--- src/rtl/core/mi3_pkg.sv ---
// Shared types and constants for the 3x3 matrix inverse.
package mi3_pkg;

  localparam int NumElem  = 9;
  localparam int ElemW    = 16;
  localparam int FracBits = 8;
  localparam int CmagW    = 32;               // |adjugate entry| <= 2^31
  localparam int DetW     = 50;               // signed determinant
  localparam int DmagW    = DetW - 1;
  localparam int QBits    = 2 * FracBits + 1; // quotient bits after range check
  localparam int NumW     = DetW;             // |C| << QBits plus |D|
  localparam int CmpW     = NumW + QBits;
  localparam int QDepth   = 8;
  localparam int QPtrW    = $clog2(QDepth);
  localparam int QCntW    = QPtrW + 1;

  // adjugate entry k = e[a]*e[b] - e[c]*e[d], row-major element indexes
  localparam int ADJ_TAB [NumElem][4] = '{
    '{4, 8, 5, 7}, '{2, 7, 1, 8}, '{1, 5, 2, 4},
    '{5, 6, 3, 8}, '{0, 8, 2, 6}, '{2, 3, 0, 5},
    '{3, 7, 4, 6}, '{1, 6, 0, 7}, '{0, 4, 1, 3}
  };

  // one classified matrix, passed from front to back through the queue
  typedef struct packed {
    logic                          singular;
    logic [NumElem-1:0]            neg;
    logic [NumElem-1:0][CmagW-1:0] cmag;
    logic [DmagW-1:0]              dmag;
  } mi3_item_t;

endpackage

--- src/rtl/core/mi3_queue.sv ---
// Short queue between front and back.
module mi3_queue import mi3_pkg::*; (
  input  logic             clk,
  input  logic             rst,
  input  logic             push,
  input  mi3_item_t        din,
  output logic             dvalid,
  output mi3_item_t        dout,
  output logic [QCntW-1:0] count
);

  mi3_item_t        mem [QDepth];
  logic [QPtrW-1:0] wr_ptr;
  logic [QPtrW-1:0] rd_ptr;
  logic             pop;

  // back end never stalls: drain whenever something is held
  assign pop = (count != '0);

  always_ff @(posedge clk) begin
    if (push) begin
      mem[wr_ptr] <= din;
    end
    if (pop) begin
      dout <= mem[rd_ptr];
    end
  end

  always_ff @(posedge clk) begin
    if (rst) begin
      wr_ptr <= '0;
      rd_ptr <= '0;
      count  <= '0;
      dvalid <= 1'b0;
    end else begin
      if (push) wr_ptr <= wr_ptr + 1'b1;
      if (pop)  rd_ptr <= rd_ptr + 1'b1;
      count  <= count + QCntW'(push) - QCntW'(pop);
      dvalid <= pop;
    end
  end

endmodule

--- config.mk ---
export PLATFORM = sky130hd
export DESIGN_NAME = mi3_queue
export DESIGN_NICKNAME = d
export VERILOG_FILES = /design/src/rtl/core/mi3_pkg.sv /design/src/rtl/core/mi3_queue.sv
export SDC_FILE = /design/constraint.sdc
export NUM_CORES = 2
export LEC_CHECK = 0
export BUFFER_PORTS_ARGS = -buffer_cell sky130_fd_sc_hd__buf_4
export CORE_UTILIZATION = 54
export CTS_CLUSTER_DIAMETER = 200
export DETAILED_ROUTE_END_ITERATION = 6
export PLACE_DENSITY = 0.73
export SETUP_SLACK_MARGIN = 0.15
export SLEW_MARGIN = 10
export SYNTH_ARGS = -nofsm -noshare
export SYNTH_HDL_FRONTEND = slang
export SYNTH_SLANG_ARGS = --single-unit
--- constraint.sdc ---
create_clock -name clk -period 34.7 [get_ports clk]
set_input_delay 10.41 -clock clk [delete_from_list [all_inputs] [get_ports clk]]
set_output_delay 10.41 -clock clk [all_outputs]
set_load 0.01 [all_outputs]
==> flow_metrics.py <==
metrics = {
    "status": {
        "outcome": "finished clean",
    },
    "power": {
        "sw_frac_of_total_pct": 25.4,
        "pwr-share-comb_pct": 20.8,
        "leakagePower_nw": 42.6,
        "p_clk_share_pct": 32.0,
        "power_density_nw_per_um2": 76.0,
        "power.internal_mw": 7.56,
        "p_sw_mw": 2.57,
        "peakVddDrop_mv": 0.0608,
        "power_frac_seq_pct": 47.3,
    },
    "routing": {
        "detail_route.wl_per_cell_microns": 28.3,
        "ant_nets": 0,
        "drc": 0,
        "routed_wl_microns": 237000,
        "vias_per_cell": 5.93,
        "vias": 49700,
        "drt_iter0_drc": 5016,
        "firstDrtPassIters": 5,
    },
    "timing": {
        "tns_ns": 0,
        "drv_slew": 0,
        "setup_ws_ns": 20.57,
        "hold_viol_final": 0,
        "rsz0062_at_grt": "no",
        "layout_min_cycle_time_ns": 14.13,
        "fmax_mhz": 70.8,
        "setup_viol": 0,
        "post-route-period-util_pct": 40.7,
        "worst_slew_pin_slew_ns": 1.24,
        "relSlewSlack_pct": 17.3,
        "clock_skew_ns": 0.0653,
    },
    "run": {
        "max_cap_violations": 0,
    },
    "synth": {
        "syn_area_sq_um": 115000,
        "async_flop_share_pct": 0,
        "ys_top_cells_by_area": "edfxtp_1 (82%), mux4_2 (14%), mux2_2 (3.4%)",
        "synth_edf_count": 3123,
        "synth_top_cell_area_share_pct": 81.6,
        "syn_nets": 4783,
        "ys_seq_area_share_pct": 81.8,
        "ys_seq_elements": 3134,
        "yosys-top-cells-count": "edfxtp_1 (3123), mux4_2 (694), mux2_2 (347)",
        "yosysMostFrequentCell": "edfxtp_1",
        "synth_ff_type": "edfxtp_1",
        "yosys.area.top_type": "edfxtp_1",
        "netlist_instances": 4425,
        "syn_avg_cell_area_sq_um": 26.0,
        "ys_warn_count": 0,
        "synth.distinct_cells": 26,
    },
    "global_routing": {
        "gr-usage-all-layers_pct": 22.1,
        "use_met2_pct": 35.3,
        "grt_max_degree": 144,
        "grt_pass1_wl_microns": 347000,
        "antenna_found_initial": 67,
        "top_usage_layer": "met2",
        "grt_util_met1_pct": 29.7,
        "gr-usage-met3_pct": 5.51,
        "first_global_vias": 51300,
        "grt-ovfl-total": 0,
    },
    "critical_path": {
        "cp.required_ns": 35.21,
        "cp-start-kind": "input pin",
        "rrSetupSlack_ns": 29.35,
        "crit_type": "in -> reg",
        "crit_path_top_delay_cell": "buf_4",
        "cp_max_fo": 49,
        "endpoint_kind": "flip-flop",
        "crit_chain": "buf_4, nand2b_1, nor2_4, buf_4, buf_4, buf_4, buf_4",
        "arrival_ns": 14.64,
        "critPathMostFrequentCell": "buf_4",
        "max_stage_delay_ns": 0.83,
    },
    "finish": {
        "final_area_sq_um": 133000,
        "finalNetCount": 5686,
        "final_util_pct": 63.3,
        "fillerInstances": 13400,
        "syn_to_final_growth_pct": 16.0,
        "post_route_cells_drive_above_1_share_pct": 40.6,
    },
    "floorplan": {
        "coreArea_sq_um": 211000,
        "ios": 702,
        "die_y_microns": 463,
        "initial_core_util_pct": 54.6,
        "die_area_sq_um": 215000,
        "rows": 168,
        "fp.dieW_microns": 463,
    },
    "cts": {
        "cts_hold_buf": 0,
        "cts_buffers": 320,
        "ctsRootBufferMaster": "clkbuf_16",
        "cts_tree": "done",
        "cts_sinks": 3134,
        "postCtsSetupBuffers": 0,
        "worstSkewPairLatency_ns": 0.96,
        "htreeDepth": 5,
        "cts_resized": 0,
        "clockBufferDepth": 4,
        "clk_pin_slew_ns": 0.06,
    },
    "placement": {
        "routabilityCongestion": 0.755,
        "detailed_place.area_sq_um": 123000,
        "hpwl_microns": 130000,
        "pre_cts_ws_ns": 19.61,
        "portBuffers": 701,
    },
    "hold_path": {
        "hold_path.class": "reg -> reg",
    },
}
cells by family (layout without fill, tap and decap cells):
family / count (synthesis) / after routing / share of synthesized area [%]
DFF: 3134 / 3134 / 81.8
muxes: 1043 / 1043 / 17.0
buffers and inverters: 203 / 1321 / 0.956
and+or+nand+nor: 28 / 28 / 0.111
adders and majority gates: 8 / 8 / 0.0936
AOI/OAI and AO/OA: 5 / 5 / 0.0250
xor gates and xnor gates: 4 / 4 / 0.0305
other: 0 / 24 / 0
final timing paths:
check,startpoint,endpoint,cells past startpoint
max,push,mem[2][138],7
min,wr_ptr[2],wr_ptr[2],2
max reg2reg,rd_ptr[0],dout[37],6
min reg2reg,wr_ptr[2],wr_ptr[2],2
through the flow:
stage                     total power [mW]  hold WS (ns)  cells
after floorplan                       6.26         0.492   4425
after global routing                  10.5         0.570   8370
after global placement                6.98         0.543   7811
after CTS                             10.2         0.556   8348
after detailed placement              7.00         0.538   7811
final                                 10.1         0.547   8372
power groups by stage:
stage / registers (mW) / clock network, mW / logic [mW]
after detailed placement: 4.86 / 0 / 2.14
after global placement: 4.86 / 0 / 2.12
final: 4.79 / 3.24 / 2.11
after global routing: 4.81 / 3.44 / 2.24
after floorplan: 4.99 / 0 / 1.27
after CTS: 4.79 / 3.30 / 2.15
worst max-delay path, delay by kind of cell:
family / cells / cell delay [ns]
buffers and inverters: 5 / 3.10
AND/OR/NAND/NOR: 2 / 0.91
layer usage:
layer	wire length [microns]	part of all wire [%]
met5	509	0.21
met3	17600	7.4
met4	7270	3.1
met1	93100	39
met2	118000	50
state kept, by name, indices dropped and copies added (netlist names):
register  count
rd_ptr        3
wr_ptr        3
dout        347
count         4
mem        2776
dvalid        1
layout make-up:
cell class	count	area, sq um	share of cell area, %
diodes	24	60.1	0.0450
clock buffers	388	8400	6.30
clock inverters	149	1380	1.04
inverters	9	41.3	0.0310
multi-input cells	1088	19900	14.9
flip-flops and latches	3134	94000	70.5
well taps	2805	3510	2.63
repair buffers	775	6010	4.50
layout by cell type, fill, tap and decap left out, types with 9 or more instances in the layout:
| master | synthesis | routed |
|---|---|---|
| clkinv_1 | 0 | 56 |
| clkbuf_1 | 65 | 60 |
| clkinvlp_4 | 0 | 14 |
| nor2_1 | 15 | 9 |
| edfxtp_1 | 3123 | 3123 |
| bufinv_16 | 0 | 22 |
| buf_12 | 0 | 15 |
| buf_4 | 40 | 760 |
| mux2_2 | 347 | 347 |
| mux4_2 | 694 | 694 |
| diode_2 | 0 | 24 |
| clkbuf_16 | 0 | 325 |
| clkinv_2 | 0 | 43 |
Power figures use the tool's default switching activity.
